File: config.mk
export PLATFORM = sky130hd
export DESIGN_NAME = slrb_front
export DESIGN_NICKNAME = d
export VERILOG_FILES = /design/src/sv/slrb_pkg.sv /design/src/sv/slrb_front.sv
export SDC_FILE = /design/constraint.sdc
export NUM_CORES = 1
export LEC_CHECK = 0
export BUFFER_PORTS_ARGS = -buffer_cell sky130_fd_sc_hd__buf_2
export CAP_MARGIN = 20
export CORE_ASPECT_RATIO = 0.8
export CORE_UTILIZATION = 57
export CTS_BUF_LIST = sky130_fd_sc_hd__clkbuf_16
export DETAILED_ROUTE_END_ITERATION = 7
export PLACE_DENSITY_LB_ADDON = 0.2
export SLEW_MARGIN = 30
export SYNTH_ARGS = -nofsm -noshare
export SYNTH_HDL_FRONTEND = slang
export SYNTH_SLANG_ARGS = --single-unit
File: constraint.sdc
create_clock -name clk_i -period 7.8 [get_ports clk_i]
set_input_delay 1.95 -clock clk_i [delete_from_list [all_inputs] [get_ports clk_i]]
set_output_delay 1.95 -clock clk_i [all_outputs]
set_load 0.1 [all_outputs]
File: src/sv/slrb_pkg.sv
// Package of the sequenced log ring buffer: sizes, codes, request/result types.
// No dependencies.
`timescale 1ns / 1ps
package slrb_pkg;

  localparam int ENTRIES    = 16;
  localparam int TEXT_BYTES = 32;
  localparam int BUDGET_CAP = 64;

  localparam int SLOT_W = $clog2(ENTRIES);
  localparam int CNT_W  = $clog2(ENTRIES + 1);
  localparam int PHYS_W = $clog2(ENTRIES + 1);
  localparam int OFF_W  = $clog2(TEXT_BYTES);
  localparam int LEN_W  = 6;
  localparam int TXT_DEPTH = 2 ** (PHYS_W + OFF_W);

  typedef enum logic [0:0] {
    REQ_APPEND = 1'b0,
    REQ_READ   = 1'b1
  } req_type_e;

  typedef enum logic [1:0] {
    KIND_ACK   = 2'd0,
    KIND_BYTE  = 2'd1,
    KIND_EMPTY = 2'd2
  } kind_e;

  typedef struct packed {
    req_type_e   req_type;
    logic [31:0] stamp_ms;
    logic [3:0]  source;
    logic [7:0]  text_byte;
    logic        text_last;
    logic [31:0] seq_after;
    logic [6:0]  read_limit;
    logic [6:0]  budget_bytes;
    logic [6:0]  out_capacity;
  } req_t;

  typedef struct packed {
    kind_e       kind;
    logic [31:0] sequence_res;
    logic [31:0] stamp_ms_res;
    logic [3:0]  source_res;
    logic [5:0]  text_len;
    logic [7:0]  text_byte_res;
    logic        entry_last;
    logic        run_last;
    logic [4:0]  entries_returned;
    logic [31:0] dropped_total;
  } res_t;

  // Handshake between front queue and back executor
  typedef struct packed {
    logic valid;
    req_t req;
  } cmd_t;

endpackage

File: src/sv/slrb_front.sv
// Front of the log ring buffer: accepts requests into a two-entry queue.
// Depends on slrb_pkg.
`timescale 1ns / 1ps
module slrb_front import slrb_pkg::*; (
  input  logic clk_i,
  input  logic rst_ni,
  input  logic start,
  output logic busy,
  input  req_t req_i,
  input  logic pop_i,
  output cmd_t cmd_o
);

  logic [1:0] cnt_q;
  logic       wr_q, rd_q;
  req_t       slot_q [2];
  logic       push, pop;

  assign busy = (cnt_q == 2'd2);
  assign push = start && !busy;
  assign pop  = pop_i && (cnt_q != 2'd0);

  assign cmd_o.valid = (cnt_q != 2'd0);
  assign cmd_o.req   = slot_q[rd_q];

  // Queue pointers and fill count
  always_ff @(posedge clk_i or negedge rst_ni) begin
    if (!rst_ni) begin
      cnt_q <= 2'd0;
      wr_q  <= 1'b0;
      rd_q  <= 1'b0;
    end else begin
      if (push) wr_q <= ~wr_q;
      if (pop)  rd_q <= ~rd_q;
      cnt_q <= cnt_q + {1'b0, push} - {1'b0, pop};
    end
  end

  // Queue payload
  always_ff @(posedge clk_i) begin
    if (push) begin
      slot_q[wr_q] <= req_i;
    end
  end

endmodule

Yosys cells after proc, flatten, opt, wreduce, memory -nomap -nowiden

Memory sizes are Yosys's and may differ from the RTL's.
Cells that the tools add are included.

Add/sub/neg operators: 2
Reduce and logical (&&, ||, !) cells: 4
Multiplexer cells: 2
Equality and inequality tests: 1
Bitwise gates (word level): 2

Operator list:

| cell                                        | number |
|---|---|
| 2-bit by 1-bit adder with 2-bit output      | 1 |
| 2-bit equality test (second input constant) | 1 |
| 1-bit logical AND                           | 2 |
| 1-bit 2-to-1 mux                            | 2 |
| 1-bit NOT                                   | 2 |
| 2-bit nonzero test                          | 1 |
| 2-bit by 1-bit subtractor with 2-bit output | 1 |
| 1-bit logical NOT                           | 1 |

Register bits after elaboration: 4
Memories kept: 1
Memory bits (writable): 198
Logic and storage cells: 15

Memory list:

| memory | depth | width | read ports | clocked after Yosys merged registers in | wr ports | line             | RTL |
|---|---|---|---|---|---|---|---|
| slot_q | 2     | 99    | 1          | 0                                       | 1        | slrb_front.sv:16 | `req_t slot_q [2];` |

Logic depth before layout (Yosys ltp)

Gate-level depths: netlist of run 1.

Word-level depth: 5
Depth in mapped cells: 7
Gate-level depth less buffers: 7

Worst setup path before layout of run 1

No wires, ideal clock.

Path type: input port to flip-flop
Start point: in start
End point: mem slot_q[0][0] in the netlist's numbering, enable pin
Path buffers: 0
Required time: 7243 ps
Setup time: 557 ps
Stages: 2
Arrival: 6165 ps
Path slack: 1078 ps
Cell sequence: nand2_1 > nor2_1

Word-level cells in the longest chain between the ends: 3

RTL lines:

| what                                   | line             | RTL |
|---|---|---|
| from (decl)                            | slrb_front.sv:7  | `input logic start,` |
| 1-bit logical AND                      | slrb_front.sv:20 | `assign push = start && !busy;` |
| 1-bit 2-to-1 mux                       | slrb_front.sv:41 | `if (push) begin` |
| 1-bit 2-to-1 mux (not written as such) | slrb_front.sv:42 | `slot_q[wr_q] <= req_i;` |
| to (decl)                              | slrb_front.sv:16 |  |

Every way passes these cells.

==> results of run 1 <==
[worst min-delay path by stage]
stage | end | slack [ns] | startpoint | depth (start not counted)
4_1_cts | cnt_q[0] | 0.53 | cnt_q[0] | 1
2_1_floorplan | wr_q | 0.46 | wr_q | 1
3_5_place_dp | cnt_q[0] | 0.51 | cnt_q[0] | 1
3_3_place_gp | cnt_q[0] | 0.49 | cnt_q[0] | 1
6_report | cnt_q[0] | 0.53 | cnt_q[0] | 1
5_1_grt | cnt_q[0] | 0.56 | cnt_q[0] | 1
[kinds of logic (layout without fill, tap and decap cells)]
group                      Yosys count  in the layout  synth area share (%)
DFF                                202            202                  77.1
xor gates and xnor gates             4              4                 0.447
other                                0              1                     0
buffers and inverters               13            243                  2.79
and+or+nand+nor                      6              6                 0.447
adders and majority gates            2              2                 0.319
muxes                               99             99                  18.9
[cells in the mapped netlist (all sizes together)]
| library cell | number | share of area, % |
|---|---|---|
| and2 | 1 | 0.11 |
| and3 | 1 | 0.080 |
| buf | 11 | 2.7 |
| dfrtp | 4 | 1.3 |
| edfxtp | 198 | 76 |
| ha | 2 | 0.32 |
| inv | 2 | 0.096 |
| mux2 | 99 | 19 |
| nand2 | 1 | 0.048 |
| nand2b | 1 | 0.080 |
| nor2 | 1 | 0.048 |
| or2 | 1 | 0.080 |
| xnor2 | 3 | 0.33 |
| xor2 | 1 | 0.11 |
[layer usage]
metal / routed length, µm / part of all wire, %
met1: 5560 / 41
met4: 173 / 1.3
met5: 0 / 0
met2: 6680 / 49
met3: 1190 / 8.7
[cell type report]
cell class | instances | area (µm²)
inverters | 2 | 7.51
well taps | 175 | 219
clock inverters | 13 | 77.6
clock buffers | 21 | 526
multi-input cells | 111 | 1590
flip-flops and latches | 202 | 6050
diodes | 1 | 2.50
repair buffers | 207 | 1050
fillers | 844 | 3620
[metrics by stage]
| stage | cell area (µm²) | hold slack [ns] | cells |
|---|---|---|---|
| after detailed placement | 8920 | 0.514 | 697 |
| after global placement | 8920 | 0.493 | 697 |
| after CTS | 9520 | 0.530 | 731 |
| after global routing | 9520 | 0.557 | 731 |
| after floorplan | 7850 | 0.461 | 326 |
| final | 9530 | 0.526 | 732 |
[sequential cells by signal (all words and copies together), names as in the netlist]
| signal | count |
|---|---|
| wr_q | 1 |
| rd_q | 1 |
| cnt_q | 2 |
| slot_q | 198 |
[worst max-delay path, stage by stage (launching register included)]
cell and delay, ns:
dfrtp_4 0.75, buf_4 0.73, mux2_4 0.29, buf_2 0.42
==> reports/metrics.yaml, run 1 <==
sta:
  setup_tns_ns: 0
  timing.final.hold_violations: 0
  clock.fmax_mhz: 214
  final-setup-viol-count: 0
  fin_crit_sh_pct: 60.0
  fin_worst_skew_ns: 0.0135
  tightestPinTransition_ns: 0.817
  maxSlewViolCount: 0
  slew_headroom_pct: 45.5
  finalCriticalPeriod_ns: 4.68
  fin_ws_ns: 3.12
  rsz0062_at_grt: "false"
yosys:
  syn_nets: 431
  yosys_warnings: 0
  netlist_instances: 326
  synth_cell_types: 15
  syn-cell-area_um2: 7850
  synth-seq-area-share_pct: 77.1
  syn_avg_cell_area_um2: 24.1
  ys_ff_latch: 202
grt:
  grt_max_degree: 86
  grt_pass1_wl_um: 20300
  busiest_layer: "met2"
  met3_usage_pct: 6.15
  grt_pass1_vias: 3963
  antenna_found_initial: 2
  gr-usage-all-layers_pct: 19.1
  grtUsageMet2_pct: 32.8
  grt_util_met1_pct: 23.4
  grt_overflow_total: 0
routing:
  ant_nets: 0
  wl_um: 13600
  drt_first_pass_iters: 6
  wl_per_cell_um: 18.6
  drc: 0
  avgViaCountPerCell: 5.12
  drtIter0Drc: 243
  vias: 3748
clock_tree:
  cts_buffer_depth: 3
  cts_made_buffers: 20
  post_cts_buffers: 0
  cts-root-buf: "clkbuf_16"
  path_clk_slew_ns: 0.06
  cts_htree_levels: 1
  worstSkewPairLatency_ns: 0.48
  cts_hold_buf: 0
  cts-resized-gates: 0
  cts_tree: "done"
  cts.sinks: 202
floorplanning:
  die_w_um: 133
  die_h_um: 107
  top_level_ports: 204
  core_um2: 13100
  start_util_pct: 59.7
  rows: 37
  fp.dieArea_um2: 14200
finish:
  synthToLayoutAreaGrowth_pct: 21.4
  layout.nets: 649
  final_cell_mix: "buf_2, edfxtp_1, mux2_4, clkbuf_16, clkinv_1"
  drive_gt1_share_pct: 60.1
  final_common_cell: "buf_2"
  finish.utilization_pct: 72.4
worst_setup_path:
  cp.arrival_ns: 2.73
  r2r_cells: 3
  end_kind: "output port"
  r2r_start: "cnt_q[1]"
  path_max_fanout: 44
  r2r-end: "slot_q[1][36]"
  worstPathRequired_ns: 5.85
  critPathLaunch: "rd_q"
  crit_end: "cmd_o[58]"
  ff2ff_setup_slack_ns: 5.51
  critical_path_class: "reg -> out"
  cp-start-kind: "flop"
place:
  dp_hpwl_um: 9010
  portBuffers: 203
  post-place-ws_ns: 3.59
  finalWeightedCongestion: 0.709
min_path:
  hold_class: "reg -> reg"
outcome:
  status: "completed"
run:
  cap_violations: 0
Power of run 1 is not shown: default switching activity piles up to over one toggle a cycle in this logic, so the estimate is an artifact.
==> run 2: changes to the inputs <==
- ABC_AREA: unset -> 1
- CORE_UTILIZATION: 57 -> 47
- clock period: 7.8 -> 3.9 ns (I/O delays scaled with it)
==> run 2 against run 1 <==
  * Non-clock buffer count up 2
  * Worst hold slack worse by 0.24 ns
  * Final cell count is 34% higher
  * Sequential share of layout area is 1.6 points higher
  * Register-to-register slack lost 3.5 ns
==> reports/metrics.yaml, run 2 <==
outcome:
  status: "completed"
clock_tree:
  cts-root-buf: "clkbuf_16"
  cts_tree: "done"
  cts_htree_levels: 1  # unchanged
  post_cts_buffers: 0  # unchanged
  worstSkewPairLatency_ns: 0.48  # about the same
  cts_made_buffers: 20  # unchanged
  cts-resized-gates: 0  # unchanged
  cts_buffer_depth: 3  # unchanged
  path_clk_slew_ns: 0.06  # about the same
  cts_hold_buf: 0  # unchanged
  cts.sinks: 202  # unchanged
finish:
  layout.nets: 864  # +33%
  largest_reg_flops: 198  # unchanged
  final_area_um2: 9300  # -2.4%
  final_cell_mix: "nand2_1, buf_2, edfxtp_1, clkbuf_16, inv_1"
  reg.largest.list: "slot_q: 198 flops, cnt_q: 2 flops"
  final_common_cell: "nand2_1"
  largest-register: "slot_q"
  synthToLayoutAreaGrowth_pct: 24.6
  fill_cells: 1213  # +44%
  drive_gt1_share_pct: 30.7  # -29 points
worst_setup_path:
  crit_path_frequent_cell: "nand2_1"
  path_delay_family: "buffers and inverters"
  max_stage_delay_ns: 0.48  # -0.27 ns
  end_kind: "output port"
  path_max_fanout: 39  # -11%
  cp-start-kind: "flop"
  cp.arrival_ns: 2.44  # -0.29 ns
  path_buf_inv: 3  # +1
  critical_path_class: "reg -> out"
  cp_cell_sequence: "clkinv_2, buf_4, nand2_1, nand2_1, buf_2"
  critical-path-slowest-cell: "dfrtp_4"
  worstPathRequired_ns: 2.92  # -2.93 ns
sta:
  fin_worst_skew_ns: 0.00932  # -0.00417 ns
  final-setup-viol-count: 0  # unchanged
  rsz0062_at_grt: "false"
  slew_headroom_pct: 48.0  # +2.5 points
  fin_crit_sh_pct: 87.5
  timing.final.hold_violations: 0  # unchanged
  maxSlewViolCount: 0  # unchanged
  finalCriticalPeriod_ns: 3.41
  setup_tns_ns: 0  # unchanged
  tightestPinTransition_ns: 0.780  # -0.0372 ns
  clock.fmax_mhz: 293
grt:
  gr-usage-all-layers_pct: 18.0  # -1.1 points
  grt_overflow_total: 0  # unchanged
  grt_pass1_wl_um: 22300  # +9.8%
  antenna_found_initial: 3  # +1
  grt_pass1_vias: 4582  # +16%
  grt_max_degree: 101  # +17%
min_path:
  hold_class: "in -> async"
floorplanning:
  fp.dieArea_um2: 16400  # +15%
  core_um2: 15300  # +16%
  die_w_um: 143  # +7.3%
  die_h_um: 115  # +7.2%
  rows: 40  # +8.1%
  start_util_pct: 48.9  # -11 points
  top_level_ports: 204  # unchanged
yosys:
  yosys_warnings: 0  # unchanged
  ys_ff_latch: 202  # unchanged
  synth_edf_count: 198  # unchanged
  netlist_top_cells_count: "nand2_1, edfxtp_1, buf_2, buf_6, inv_1"
  synth.area.top_cells: "edfxtp_1, nand2_1, buf_6"
  synth.largest_area_cell: "edfxtp_1"
  syn-cell-area_um2: 7460  # -4.9%
  syn_nets: 654  # +52%
  async_flop_share_pct: 1.98  # unchanged
  synth_most_common_cell: "nand2_1"
  synth-seq-area-share_pct: 81.0  # +4.0 points
  synth_cell_types: 11  # -4
  netlist_instances: 549  # +68%
  synth_ff_type: "edfxtp_1"
  synth_top_area_share_pct: 79.7  # +3.9 points
  syn_avg_cell_area_um2: 13.6  # -44%
routing:
  wl_um: 14700  # +8.0%
  avgViaCountPerCell: 4.71  # -8.1%
  drt_first_pass_iters: 4  # -2
  drc: 0  # unchanged
  ant_nets: 0  # unchanged
  wl_per_cell_um: 14.9  # -20%
  vias: 4627  # +23%
  drtIter0Drc: 198  # -19%
place:
  portBuffers: 203  # unchanged
  dp_hpwl_um: 9230  # +2.4%
  finalWeightedCongestion: 0.746  # +5.3%
  dpl_cell_area_um2: 8660  # -2.9%
run:
  cap_violations: 0  # unchanged
[run 2: cell count changes in the layout (fill, tap and decap cells not counted), moves of 2 or more]
cell and delta:
buf_12 +2, inv_1 +6, nand2_1 +309, xnor2_1 -3
nand3_1 +3, mux2_4 -99
[run 2: kinds of logic (layout without fill, tap and decap cells)]
kind of cell	count (synthesis)	in the layout	synth area share, %
AND/OR/NAND/NOR	314	314	15.8
flip-flops	202	202	81.0
buffers and inverters	31	253	2.78
adder cells (fa/ha/maj)	2	2	0.335
other	0	2	0
[run 2: metal layers]
layer	track usage, %	wire length, µm
met4	5.30	325
met5	0	27
met3	6.65	1360
met1	20.7	5910
met2	31.4	7060
[run 2: worst reg2reg max path, stage by stage, from the launching register on]
cell and delay [ns]:
dfrtp_1 0.38, inv_1 0.11, nand3_1 0.15, inv_4 0.50, buf_12 0.35
[run 2: metrics by stage]
stage	cells	utilization, %	hold WS, ns	worst slack (ns)
2_1_floorplan	549	-	0.442	0.457
3_3_place_gp	947	56.7	0.454	1.03
3_5_place_dp	947	56.7	0.458	1.01
4_1_cts	981	60.8	0.276	0.456
5_1_grt	981	60.9	0.279	0.336
6_report	983	60.9	0.290	0.488
[run 2: layout make-up]
type / instances / area, µm² / share of cell area, %
Multi-Input combinational cell: 316 / 1210 / 13.1
Clock inverter: 13 / 103 / 1.10
Antenna cell: 2 / 5.00 / 0.0538
Inverter: 10 / 41.3 / 0.444
Clock buffer: 21 / 526 / 5.65
Tap cell: 210 / 263 / 2.83
Timing Repair Buffer: 209 / 1090 / 11.8
Sequential cell: 202 / 6050 / 65.1
[run 2: final timing paths]
| kind | startpoint | end | slack (ns) | cells past startpoint |
|---|---|---|---|---|
| min in group clk_i | wr_q | wr_q | 0.47 | 2 |
| max reg2reg | wr_q | slot_q[0][50] | 2.03 | 4 |
| max in group asynchronous | rst_ni | rd_q | 3.47 | 1 |
| min reg2reg | wr_q | wr_q | 0.47 | 2 |
| max | rd_q | cmd_o[71] | 0.49 | 5 |
| min | rst_ni | cnt_q[0] | 0.29 | 1 |
Power of run 2 is left out for the same reason.
==> run 3: changes to the inputs <==
- CORE_UTILIZATION: 47 -> 49
- CTS_BUF_LIST: sky130_fd_sc_hd__clkbuf_16 -> sky130_fd_sc_hd__clkbuf_4 sky130_fd_sc_hd__clkbuf_8
==> run 3 against run 2 <==
  * Critical endpoint is now cmd_o[14]
  * Flip-flop and latch count stayed put
  * Worst setup slack got worse by 0.0036 ns
  * Die area shrank 4.0%
  * Design area down 0.19%
  * Clock skew shrank 0.0011 ns
  * Count of clock-buffer cells in the layout grew 18
==> reports/metrics.yaml, run 3 (synthesis gave the netlist of run 2 again) <==
clock_tree:
  cts-resized-gates: 0  # unchanged
  worstSkewPairLatency_ns: 0.54  # +0.06 ns
  cts-root-buf: "clkbuf_8"
  cts_tree: "done"
  cts_htree_levels: 1  # unchanged
  cts_hold_buf: 0  # unchanged
  cts_made_buffers: 30  # +50%
  cts.sinks: 202  # unchanged
  cts_buffer_depth: 3  # unchanged
  post_cts_buffers: 0  # unchanged
  path_clk_slew_ns: 0.06  # about the same
worst_setup_path:
  worstPathRequired_ns: 2.92  # about the same
  cp-start-kind: "flop"
  cp.arrival_ns: 2.44  # about the same
  critical_path_class: "reg -> out"
  path_max_fanout: 100  # +160%
  end_kind: "output port"
outcome:
  status: "completed"
routing:
  avgViaCountPerCell: 4.89  # +3.9%
  vias: 4778  # +3.3%
  drt_first_pass_iters: 4  # unchanged
  drtIter0Drc: 267  # +35%
  drc: 0  # unchanged
  ant_nets: 0  # unchanged
  wl_um: 15100  # +2.6%
  wl_per_cell_um: 15.4  # +3.3%
finish:
  multi_input_area_um2: 1210  # unchanged
  n_antenna_cell: 0  # -2
  synthToLayoutAreaGrowth_pct: 24.4
  finish.utilization_pct: 63.6  # +2.7 points
  final-seq-area_um2: 6050  # unchanged
  final_common_cell: "nand2_1"
  layout.nets: 875  # +1.3%
  fill_cells: 1119  # -7.7%
  final_cell_mix: "nand2_1, buf_2, edfxtp_1, clkbuf_8, clkinv_2"
  reg.largest.list: "slot_q: 198 flops, cnt_q: 2 flops"
  largest_reg_flops: 198  # unchanged
  largest-register: "slot_q"
  drive_gt1_share_pct: 33.3  # +2.6 points
  final_area_um2: 9280  # -0.19%
floorplanning:
  die_h_um: 112  # -2.0%
  top_level_ports: 204  # unchanged
  start_util_pct: 51.1  # +2.3 points
  core_um2: 14600  # -4.4%
  rows: 39  # -2.5%
  die_w_um: 140  # -2.0%
  fp.dieArea_um2: 15700  # -4.0%
sta:
  maxSlewViolCount: 0  # unchanged
  finalCriticalPeriod_ns: 3.42  # +0.00360 ns
  timing.final.hold_violations: 0  # unchanged
  slew_headroom_pct: 61.2  # +13 points
  tightestPinTransition_ns: 0.583  # -0.198 ns
  final-setup-viol-count: 0  # unchanged
  rsz0062_at_grt: "false"
  timing.hold.ws_ns: 0.233  # -0.0576 ns
  fin_crit_sh_pct: 87.6  # +0.092 points
  clock.fmax_mhz: 293  # -0.11%
  fin_worst_skew_ns: 0.00826  # -0.00106 ns
  setup_tns_ns: 0  # unchanged
place:
  dpl_cell_area_um2: 8640  # -0.19%
  portBuffers: 203  # unchanged
  dp_hpwl_um: 9500  # +2.9%
  finalWeightedCongestion: 0.766  # +2.6%
run:
  cap_violations: 0  # unchanged
grt:
  grt_overflow_total: 0  # unchanged
  grt_pass1_wl_um: 23300  # +4.4%
  grt_pass1_vias: 4714  # +2.9%
  antenna_found_initial: 1  # -2
  grt_max_degree: 101  # unchanged
  gr-usage-all-layers_pct: 19.2  # +1.2 points
min_path:
  hold_class: "in -> async"
run 3: cell types whose count changed in the layout (fill, tap and decap cells not counted), sizes merged:
cell    previous run  this run
clkbuf            21        39
clkinv             9        14
inv               12         9
diode              2         0
buf              209       210
bufinv             2         3
run 3: path summary, 6_finish.rpt:
path                            slack, ns            end  depth (start not counted)      from
worst max-delay path                 0.48      cmd_o[14]                          5      rd_q
worst min-delay path                 0.23           wr_q                          1    rst_ni
worst max register to register       1.99  slot_q[0][80]                          5  cnt_q[0]
worst min register to register       0.48           wr_q                          2      wr_q
max in group asynchronous            3.52           rd_q                          1    rst_ni
min in group clk_i                   0.48           wr_q                          2      wr_q
run 3: metal layers:
metal	share of wire, %	global-route usage [%]	up-vias
met3	8.7	6.19	33
li1	-	-	2303
met1	42	24.7	2237
met5	0.086	0	-
met4	2.2	7.03	2
met2	47	30.9	203
run 3: area by class of cell:
class / count / area share [%]
clock buffers: 39 / 5.25
clock inverters: 16 / 1.60
inverters: 10 / 0.445
multi-input cells: 316 / 13.1
flip-flops and latches: 202 / 65.2
well taps: 184 / 2.48
repair buffers: 210 / 11.9
run 3: critical path, cell delays in order, from the launching register on:
cell and delay (ns):
dfrtp_4 0.67, clkinv_2 0.12, buf_12 0.35, nand2_1 0.09, nand2_1 0.12, buf_2 0.44
run 3: metrics by stage:
step	std cells	setup slack [ns]
floorplan	549	0.457
global placement	922	1.06
detailed placement	922	1.04
CTS	977	0.446
global route	977	0.348
finish	977	0.484
Power of run 3 is left out for the same reason.
